$ cat src/rtl/block_working_set_tracker_assert.svh
// Assertion macros for the working set tracker.
`ifndef BLOCK_WORKING_SET_TRACKER_ASSERT_SVH
`define BLOCK_WORKING_SET_TRACKER_ASSERT_SVH
`ifndef SYNTHESIS
`define BWST_ASSERT(label, clk, rst_n, prop) \
  label: assert property (@(posedge clk) disable iff (!rst_n) prop) \
    else $error("assertion failed");
`define BWST_ASSERT_NR(label, clk, prop) \
  label: assert property (@(posedge clk) prop) else $error("assertion failed");
`else
`define BWST_ASSERT(label, clk, rst_n, prop)
`define BWST_ASSERT_NR(label, clk, prop)
`endif
`endif

$ cat src/rtl/bwst_map_word.sv
module bwst_map_word #(
  parameter int WordBits = 64
) (
  input  logic [WordBits-1:0]          touched_i,
  input  logic [WordBits-1:0]          read_i,
  input  logic [WordBits-1:0]          write_i,
  input  logic [WordBits-1:0]          rewrite_i,
  input  logic [WordBits-1:0]          mask_i,
  input  logic                         is_write_i,
  output logic [WordBits-1:0]          touched_o,
  output logic [WordBits-1:0]          read_o,
  output logic [WordBits-1:0]          write_o,
  output logic [WordBits-1:0]          rewrite_o,
  output logic [$clog2(WordBits+1)-1:0] touched_inc_o,
  output logic [$clog2(WordBits+1)-1:0] read_inc_o,
  output logic [$clog2(WordBits+1)-1:0] write_inc_o,
  output logic [$clog2(WordBits+1)-1:0] rewrite_inc_o
);
  localparam int IncW = $clog2(WordBits + 1);

  logic [WordBits-1:0] t_new, r_new, w_new, rw_new;

  always_comb begin
    t_new  = mask_i & ~touched_i;
    r_new  = is_write_i ? '0 : (mask_i & ~read_i);
    w_new  = is_write_i ? (mask_i & ~write_i) : '0;
    rw_new = is_write_i ? (mask_i & write_i & ~rewrite_i) : '0;
    touched_o = touched_i | t_new;
    read_o    = read_i | r_new;
    write_o   = write_i | w_new;
    rewrite_o = rewrite_i | rw_new;
    touched_inc_o = IncW'($countones(t_new));
    read_inc_o    = IncW'($countones(r_new));
    write_inc_o   = IncW'($countones(w_new));
    rewrite_inc_o = IncW'($countones(rw_new));
  end
endmodule
$ cat config.mk
export PLATFORM = sky130hd
export DESIGN_NAME = bwst_map_word
export DESIGN_NICKNAME = d
export VERILOG_FILES = /design/src/rtl/block_working_set_tracker_assert.svh /design/src/rtl/bwst_map_word.sv
export SDC_FILE = /design/constraint.sdc
export NUM_CORES = 1
export LEC_CHECK = 0
export ABC_AREA = 1
export BUFFER_PORTS_ARGS = -buffer_cell sky130_fd_sc_hd__buf_2
export CORE_AREA = 2 2 235 237
export DETAILED_ROUTE_END_ITERATION = 6
export DIE_AREA = 0 0 237 239
export MAX_ROUTING_LAYER = met4
export PLACE_DENSITY = 0.45
export SLEW_MARGIN = 20
export SYNTH_ARGS = -nofsm -noshare
export SYNTH_HDL_FRONTEND = slang
export SYNTH_SLANG_ARGS = --single-unit
$ cat constraint.sdc
create_clock -name vclk -period 24.6
set_clock_uncertainty 0.05 [all_clocks]
set_input_delay 4.92 -clock vclk [all_inputs]
set_output_delay 4.92 -clock vclk [all_outputs]
set_load 0.01 [all_outputs]
==> results.py, run 1 <==
metrics = {
    "global_route": {
        "grt_overflow": 0,
        "track_usage_pct": 21.72,
        "antenna_found_initial": 17,
        "grt_max_degree": 70,
        "grt_pass1_vias": 11420,
        "grt_pass1_wl_um": 83730,
    },
    "die": {
        "chipWidth_um": 237,
        "rows": 86,
        "core_area_sq_um": 54340,
        "pin_count": 605,
        "initial_core_util_pct": 18.08,
        "die-area_sq_um": 56640,
        "die_h_um": 239,
    },
    "synth": {
        "synth_cell_types": 18,
        "synth_compound_gate_area_share_pct": 0.6112,
        "ys_seq_area_share_pct": 0,
        "synth_top_cell_area_share_pct": 44.01,
        "synth_fp_nets": 1924,
        "yosys.area_share.simple_pct": 29.67,
        "netlist_instances": 1327,
        "synth.area.top_cells": "fa_1 (44%), inv_1 (15%), nand2_1 (7.7%)",
        "synthMuxAreaShare_pct": 0,
        "syn-cell-area_sq_um": 9826,
        "syn_area_per_cell_sq_um": 7.404,
        "yosys.area_share.adder_pct": 51.65,
        "synth_warnings": 0,
        "synth_top_area_cell": "fa_1",
        "synth_xor_area_share_pct": 1.070,
        "synth_top_family_by_area": "adder cells",
    },
    "setup_path": {
        "startpoint": "is_write_i",
        "max_stage_delay_ps": 650,
        "cp_cell_sequence": "buf_4, buf_4, nand3_1, fa_1, inv_1, fa_1, fa_1, inv_1, fa_1, fa_1, fa_1, fa_1, fa_1, inv_1, ha_1, fa_1, nand3_1, nand2_1, xor2_1, buf_2",
        "slowest_stage": "buf_4",
        "critPathCapture": "write_inc_o[4]",
        "cp_common_cell": "fa_1",
        "start_kind": "input port",
        "worstPathMaxFanout": 69,
        "crit_path_end_kind": "primary output",
        "critPathArrivalTime_ps": 11770,
        "crit_type": "input port to primary output",
        "crit_required_ps": 19630,
    },
    "sta": {
        "setup_viol": 0,
        "setup_tns_ps": 0,
        "fin_crit_ps": 16740,
        "slew_headroom_pct": 38.75,
        "grt_setup_unrepaired": "false",
        "finalHoldViolations": 0,
        "fmax_mhz": 59.73,
        "layout_setup_ws_ps": 7858,
        "tightest_slew_ps": 911.7,
        "fin_crit_sh_pct": 68.06,
        "slew_violations": 0,
    },
    "pwr": {
        "pwr-share-comb_pct": 100.0,
        "ir_drop_mv": 0.1398,
        "power_leakage_nw": 8.386,
        "seqPwrFrac_pct": 0,
        "switching_share_pct": 59.34,
        "pwr-share-clk_pct": 0,
        "intPower_w": 0.0005883,
        "p_sw_w": 0.0008585,
        "power_per_cell_area_nw_per_um2": 106.2,
    },
    "finish": {
        "fillers": 6222,
        "numSequentialCells": 0,
        "final_common_cell": "buf_2",
        "synthToLayoutAreaGrowth_pct": 38.62,
        "seqCellArea_sq_um": 0,
        "clkbuf_count": 0,
        "multi_input_area_sq_um": 8155,
        "final_nets": 2514,
        "final_area_sq_um": 13620,
        "drive_above_1_share_pct": 36.50,
        "final_util_pct": 25.07,
        "final_cell_mix": "buf_2 (604), inv_1 (401), fa_1 (216)",
    },
    "drt": {
        "wirelength_um": 61590,
        "drt-wirelength-per-cell_um": 23.44,
        "drc": 0,
        "routed-via-count": 10910,
        "drt_iter0_markers": 434,
        "first_pass_iters": 5,
        "ant_nets": 0,
        "viasPerCell": 4.152,
    },
    "outcome": {
        "status": "finished clean",
    },
    "clocking": {
        "post_cts_buffers": 0,
        "cts_resized": 0,
        "cts_hold_buf": 0,
    },
    "placed_design": {
        "place_area_sq_um": 13600,
        "dp_slack_ps": 7898,
        "post-dp-hpwl_um": 57860,
        "portBuffers": 605,
        "gp_congestion": 0.9314,
    },
    "worst_hold_path": {
        "hp-class": "input port to primary output",
    },
    "flow_run": {
        "cap_violations": 0,
    },
}
[metal layers]
layer  global-route usage, %  vias to the layer above  routed length [um]
li1                        -                     5108                   -
met1                   24.53                     5226               24050
met2                   40.46                      503               32330
met3                   3.048                       74                3408
met4                   4.891                        0                1807
met5                       -                        -                   0
[per-stage QoR]
stage / total power [W] / std cells / hold WS (ps)
after floorplan: 0.0009333 / 1327 / 9894
after global placement: 0.001456 / 2619 / 10080
after detailed placement: 0.001474 / 2619 / 10070
after CTS: 0.001480 / 2619 / 10070
after global routing: 0.001638 / 2627 / 10090
final: 0.001447 / 2628 / 10070
[power groups by stage]
stage               sequential [W]  combinational, W         clock, W
floorplan                        0          0.000933                0
global placement                 0           0.00146                0
detailed placement               0           0.00147                0
CTS                              0           0.00148                0
global route                     0           0.00164  0.0000000000436
finish                           0           0.00145  0.0000000000491
[how the worst min path moves through the flow]
stage	from	to	slack [ps]	depth (start not counted)
final	read_i[34]	read_o[34]	10070	4
after global routing	read_i[32]	read_o[32]	10090	4
after CTS	read_i[30]	read_o[30]	10070	4
after detailed placement	read_i[30]	read_o[30]	10070	4
after global placement	read_i[34]	read_o[34]	10080	4
after floorplan	touched_i[0]	touched_o[0]	9890	1
[cell families after synthesis]
kind of cell,after synthesis
buffers and inverters,422
XOR/XNOR,12
adder cells (fa/ha/maj),276
AO/OA/AOI/OAI,12
AND/OR/NAND/NOR,605
[critical path, delay by kind of cell]
family                   cells  cell delay, ps
AND/OR/NAND/NOR              3             450
XOR/XNOR                     1             220
buffers and inverters        6            1270
adder cells (fa/ha/maj)     10            4850
[cells in the mapped netlist]
master and count:
xor2_1 10, inv_2 1, or2_1 42, buf_6 7, buf_2 6, nand4_1 37
nor3_1 45, nand3_1 129, nand2_1 202, a21oi_1 12, nor2_1 60, xnor2_1 2
nor3_2 1, fa_1 216, ha_1 60, buf_4 7, inv_1 401, or2_2 89
[cell type report]
class | count | share of cell area [%]
well taps | 704 | 6.467
multi-input cells | 905 | 59.87
diodes | 9 | 0.1653
repair buffers | 608 | 22.41
inverters | 402 | 11.08
(Power assumes the default switching activity.)
==> run 2: changes to the inputs <==
--- a/config.mk
+++ b/config.mk
@@ -7,11 +7,11 @@
 export LEC_CHECK = 0
 export ABC_AREA = 1
 export BUFFER_PORTS_ARGS = -buffer_cell sky130_fd_sc_hd__buf_2
-export CORE_AREA = 2 2 235 237
+export CORE_AREA = 2 2 238 240
 export DETAILED_ROUTE_END_ITERATION = 6
-export DIE_AREA = 0 0 237 239
+export DIE_AREA = 0 0 240 242
 export MAX_ROUTING_LAYER = met4
-export PLACE_DENSITY = 0.45
+export PLACE_DENSITY = 0.44
 export SLEW_MARGIN = 20
 export SYNTH_ARGS = -nofsm -noshare
 export SYNTH_HDL_FRONTEND = slang
==> constraint.sdc (replaced) <==
create_clock -name vclk -period 16.1
set_clock_uncertainty 0.05 [all_clocks]
set_input_delay 3.22 -clock vclk [all_inputs]
set_output_delay 3.22 -clock vclk [all_outputs]
set_load 0.01 [all_outputs]
==> run 2 against run 1 <==
Effect of this change:
- power rose by 53%
- clock-buffer cell count is the same
- hold slack worse by 3400 ps
- critical path depth rose by 1
- sequential share of layout area unchanged
- final area increased by 0.61%
- sequential cell count stayed put
- utilization fell by 0.48 points
- final cell count increased by 2.2%
- worst setup slack worse by 5200 ps
- routed wire length increased by 0.54%
- die area is 2.5% higher
- critical endpoint is now read_inc_o[4]
- largest power group unchanged
==> results.py, run 2 (synthesized netlist as in run 1, its figures left out) <==
metrics = {
    "placed_design": {
        "post-dp-hpwl_um": 57940,
        "dp_cells": 2671,
        "portBuffers": 605,
        "place_area_sq_um": 13660,
        "gp_congestion": 0.9037,
    },
    "pwr": {
        "power_per_cell_area_nw_per_um2": 161.1,
        "ir_drop_mv": 0.1996,
        "power_leakage_nw": 8.386,
        "report.power.total_w": 0.002207,
    },
    "setup_path": {
        "crit_required_ps": 12830,
        "critPathArrivalTime_ps": 10150,
        "crit_path_end_kind": "primary output",
        "worstPathMaxFanout": 42,
        "start_kind": "input port",
        "crit_type": "input port to primary output",
    },
    "die": {
        "die-area_sq_um": 58080,
        "initial_core_util_pct": 17.63,
        "rows": 87,
        "die_h_um": 242,
        "pin_count": 605,
        "core_area_sq_um": 55730,
        "chipWidth_um": 240,
    },
    "sta": {
        "setup_viol": 0,
        "finalHoldViolations": 0,
        "setup_tns_ps": 0,
        "fin_crit_sh_pct": 83.32,
        "slew_headroom_pct": 34.90,
        "tightest_slew_ps": 976.4,
        "fin_crit_ps": 13420,
        "grt_setup_unrepaired": "false",
        "slew_violations": 0,
        "fmax_mhz": 74.54,
    },
    "finish": {
        "clkbuf_count": 0,
        "fillers": 6393,
        "drive_above_1_share_pct": 36.50,
        "final_cell_mix": "buf_2 (604), inv_1 (401), fa_1 (216)",
        "seqCellArea_sq_um": 0,
        "final_nets": 2514,
        "numSequentialCells": 0,
        "final_common_cell": "buf_2",
        "synthToLayoutAreaGrowth_pct": 39.46,
        "multi_input_area_sq_um": 8155,
        "instances_no_fill": 2687,
        "final_area_sq_um": 13700,
    },
    "flow_run": {
        "cap_violations": 0,
    },
    "drt": {
        "routed-via-count": 10980,
        "ant_nets": 0,
        "wirelength_um": 61930,
        "drt-wirelength-per-cell_um": 23.05,
        "drt_iter0_markers": 387,
        "viasPerCell": 4.085,
        "drc": 0,
        "first_pass_iters": 5,
    },
    "clocking": {
        "cts_hold_buf": 0,
        "cts_resized": 0,
        "post_cts_buffers": 0,
    },
    "global_route": {
        "grt_pass1_vias": 11800,
        "grt_pass1_wl_um": 84550,
        "grt_overflow": 0,
        "track_usage_pct": 21.33,
        "grt_max_degree": 60,
        "antenna_found_initial": 18,
    },
    "worst_hold_path": {
        "holdPathEnd": "touched_o[57]",
        "hp-start": "touched_i[57]",
        "hp-class": "input port to primary output",
        "worstHoldPathCells": 3,
    },
    "outcome": {
        "status": "finished clean",
    },
}
[run 2: cell types whose count changed in the layout (fill, tap and decap cells not counted), sizes merged]
cell   previous run  this run
diode             9        16
[run 2: final cells by class]
cell class         instances  area share [%]
inverters                402           11.01
repair buffers           608           22.28
diodes                    16          0.2922
well taps                756           6.903
multi-input cells        905           59.51
[run 2: metal layers]
layer | share of wire, % | GRT usage, %
met1 | 39 | 23.93
met2 | 53 | 39.77
met3 | 5.9 | 2.951
met4 | 2.4 | 4.476
met5 | 0 | -
[run 2: critical path, cell delays in order]
cell     delay, ps
buf_4          180
inv_2          660
buf_4          410
nand3_1        170
fa_1           560
inv_1           60
fa_1           580
inv_1           70
fa_1           470
fa_1           570
fa_1           470
fa_1           570
fa_1           440
fa_1           490
inv_1           40
ha_1           200
fa_1           480
nand3_1        110
nand2_1         80
xor2_1         150
buf_2          140
[run 2: how the worst max path moves through the flow]
stage	from	to	slack, ps
3_5_place_dp	is_write_i	read_inc_o[4]	2530
6_report	is_write_i	read_inc_o[4]	2680
2_1_floorplan	is_write_i	read_inc_o[4]	3900
4_1_cts	is_write_i	read_inc_o[4]	2520
5_1_grt	is_write_i	read_inc_o[4]	2320
3_3_place_gp	is_write_i	read_inc_o[4]	2550
[run 2: report_power, final]
part / switching (W) / leakage, nW / internal, W / total [W]
logic: 0.00130 / 8.39 / 0.000903 / 0.00221
clock network: 0 / 0.000101 / 0.000000000133 / 0.000000000133
registers: 0 / 0 / 0 / 0
total: 0.00130 / 8.39 / 0.000903 / 0.00221
[run 2: per-stage QoR]
stage | utilization (%) | setup WS (ps) | hold slack (ps)
after global placement | 24.52 | 2551 | 6674
after CTS | 24.52 | 2515 | 6672
after floorplan | - | 3904 | 6494
after detailed placement | 24.52 | 2534 | 6669
after global routing | 24.59 | 2325 | 6682
final | 24.59 | 2685 | 6671
==> run 3: changes to the inputs <==
--- a/config.mk
+++ b/config.mk
@@ -5,13 +5,13 @@
 export SDC_FILE = /design/constraint.sdc
 export NUM_CORES = 1
 export LEC_CHECK = 0
-export ABC_AREA = 1
+export ABC_AREA = 0
 export BUFFER_PORTS_ARGS = -buffer_cell sky130_fd_sc_hd__buf_2
-export CORE_AREA = 2 2 238 240
+export CORE_AREA = 2 2 232 234
 export DETAILED_ROUTE_END_ITERATION = 6
-export DIE_AREA = 0 0 240 242
+export DIE_AREA = 0 0 234 236
 export MAX_ROUTING_LAYER = met4
-export PLACE_DENSITY = 0.44
+export PLACE_DENSITY = 0.47
 export SLEW_MARGIN = 20
 export SYNTH_ARGS = -nofsm -noshare
 export SYNTH_HDL_FRONTEND = slang
==> constraint.sdc (replaced) <==
create_clock -name vclk -period 11.2
set_clock_uncertainty 0.05 [all_clocks]
set_input_delay 2.24 -clock vclk [all_inputs]
set_output_delay 2.24 -clock vclk [all_outputs]
set_load 0.01 [all_outputs]
==> run 3 against run 2 <==
Effect of this change:
- combinational power rose by 53%
- synthesized cell count fell by 7.8%
- hold slack worse by 2000 ps
==> results.py, run 3 <==
metrics = {
    "global_route": {
        "grt_max_degree": 36,
        "grt_pass1_vias": 11730,
        "grt_pass1_wl_um": 83830,
        "grt_overflow": 0,
        "track_usage_pct": 22.12,
        "antenna_found_initial": 23,
    },
    "outcome": {
        "status": "finished clean",
    },
    "sta": {
        "slew_violations": 0,
        "fin_crit_sh_pct": 98.16,
        "setup_viol": 0,
        "fmax_mhz": 90.96,
        "fin_crit_ps": 10990,
        "grt_setup_unrepaired": "false",
        "setup_tns_ps": 0,
        "tightest_slew_ps": 617.4,
        "hold_ws_ps": 4704,
        "layout_setup_ws_ps": 205.6,
        "finalHoldViolations": 0,
        "slew_headroom_pct": 58.75,
    },
    "drt": {
        "routed-via-count": 10970,
        "drc": 0,
        "first_pass_iters": 5,
        "ant_nets": 0,
        "wirelength_um": 61480,
        "drt-wirelength-per-cell_um": 24.25,
        "drt_iter0_markers": 446,
        "viasPerCell": 4.327,
    },
    "finish": {
        "clkbuf_count": 0,
        "final_nets": 2424,
        "drive_above_1_share_pct": 39.51,
        "final_common_cell": "buf_2",
        "synthToLayoutAreaGrowth_pct": 40.06,
        "fillers": 5938,
        "numSequentialCells": 0,
        "instances_no_fill": 2535,
        "final_cell_mix": "buf_2 (604), inv_1 (218), fa_1 (216)",
        "multi_input_area_sq_um": 9228,
        "seqCellArea_sq_um": 0,
        "final_area_sq_um": 14270,
    },
    "worst_hold_path": {
        "hp-class": "input port to primary output",
    },
    "synth": {
        "synth_warnings": 0,
        "synth_top_area_cell": "fa_1",
        "ys_seq_area_share_pct": 0,
        "syn_area_per_cell_sq_um": 8.331,
        "yosysMostFrequentCell": "inv_1",
        "synth_top_cell_area_share_pct": 42.44,
        "netlist_instances": 1223,
        "synth_cell_types": 32,
        "synth.area.top_cells": "fa_1 (42%), nand2b_1 (9.2%), inv_1 (8.1%)",
        "synth_fp_nets": 1820,
        "syn-cell-area_sq_um": 10190,
        "synthTopCellsByCount": "inv_1 (219), fa_1 (216), nand2b_1 (150)",
    },
    "setup_path": {
        "start_kind": "input port",
        "critPathArrivalTime_ps": 8700,
        "crit_path_end_kind": "primary output",
        "worstPathMaxFanout": 5,
        "crit_type": "input port to primary output",
        "crit_required_ps": 8910,
    },
    "pwr": {
        "ir_drop_mv": 0.3312,
        "power_leakage_nw": 7.799,
        "power_per_cell_area_nw_per_um2": 236.9,
    },
    "clocking": {
        "post_cts_buffers": 0,
        "cts_resized": 0,
        "cts_hold_buf": 0,
    },
    "die": {
        "rows": 85,
        "chipWidth_um": 234,
        "pin_count": 605,
        "core_area_sq_um": 53070,
        "initial_core_util_pct": 19.20,
        "die-area_sq_um": 55220,
        "die_h_um": 236,
    },
    "placed_design": {
        "portBuffers": 605,
        "dp_cells": 2520,
        "post-dp-hpwl_um": 56700,
        "gp_congestion": 0.9388,
        "dp_slack_ps": 61.23,
        "place_area_sq_um": 14180,
    },
    "flow_run": {
        "cap_violations": 0,
    },
}
run 3: cell count changes after synthesis, sizes merged, moves of 46 or more:
cell    previous run  this run
inv              402       219
nand2b             0       150
nand2            202        62
a21o               0        56
nand3            129        77
nor3              46         0
run 3: logic make-up after synthesis:
kind of cell | Yosys count | share of synthesized area, %
AO/OA/AOI/OAI | 98 | 6.730
AND/OR/NAND/NOR | 593 | 33.03
XOR/XNOR | 11 | 0.9456
buffers and inverters | 245 | 9.481
adder cells (fa/ha/maj) | 276 | 49.81
run 3: critical path: stages:
cell and delay [ps]:
buf_2 250, nand3_1 140, or2_2 300, fa_1 480, inv_1 70, fa_1 510, fa_1 590, inv_1 70
fa_1 510, inv_1 60, fa_1 590, fa_1 450, fa_1 520, fa_1 440, ha_1 250, fa_1 490
a211oi_1 280, o21ai_0 140, a21o_1 190, buf_2 130
run 3: final cells by class:
type	count	area share, %
Multi-Input combinational cell	978	64.66
Timing Repair Buffer	628	23.20
Tap cell	696	6.103
Inverter	219	5.787
Antenna cell	14	0.2455
run 3: final timing paths:
kind	from	end	depth (start not counted)	slack (ps)
min	read_i[26]	read_o[26]	4	4700
max	mask_i[41]	rewrite_inc_o[6]	20	210
run 3: routing by layer:
layer,global-route usage [%],vias up,share of wire (%),wire length (um)
met3,3.216,54,5.7,3519
met1,24.85,5398,39,24010
met4,3.951,0,2.2,1383
li1,-,5009,-,-
met2,41.32,509,53,32570
met5,-,-,0,0
run 3: metrics by stage:
| stage | power [W] | util (%) |
|---|---|---|
| finish | 0.003380 | 26.89 |
| global route | 0.003801 | 26.89 |
| CTS | 0.003425 | 26.71 |
| detailed placement | 0.003405 | 26.71 |
| global placement | 0.003348 | 26.71 |
| floorplan | 0.002207 | - |
run 3: power breakdown:
part                total (W)  switching, W    internal [W]
sequential                  0             0               0
combinational         0.00338       0.00194         0.00144
clock          0.000000000168             0  0.000000000168
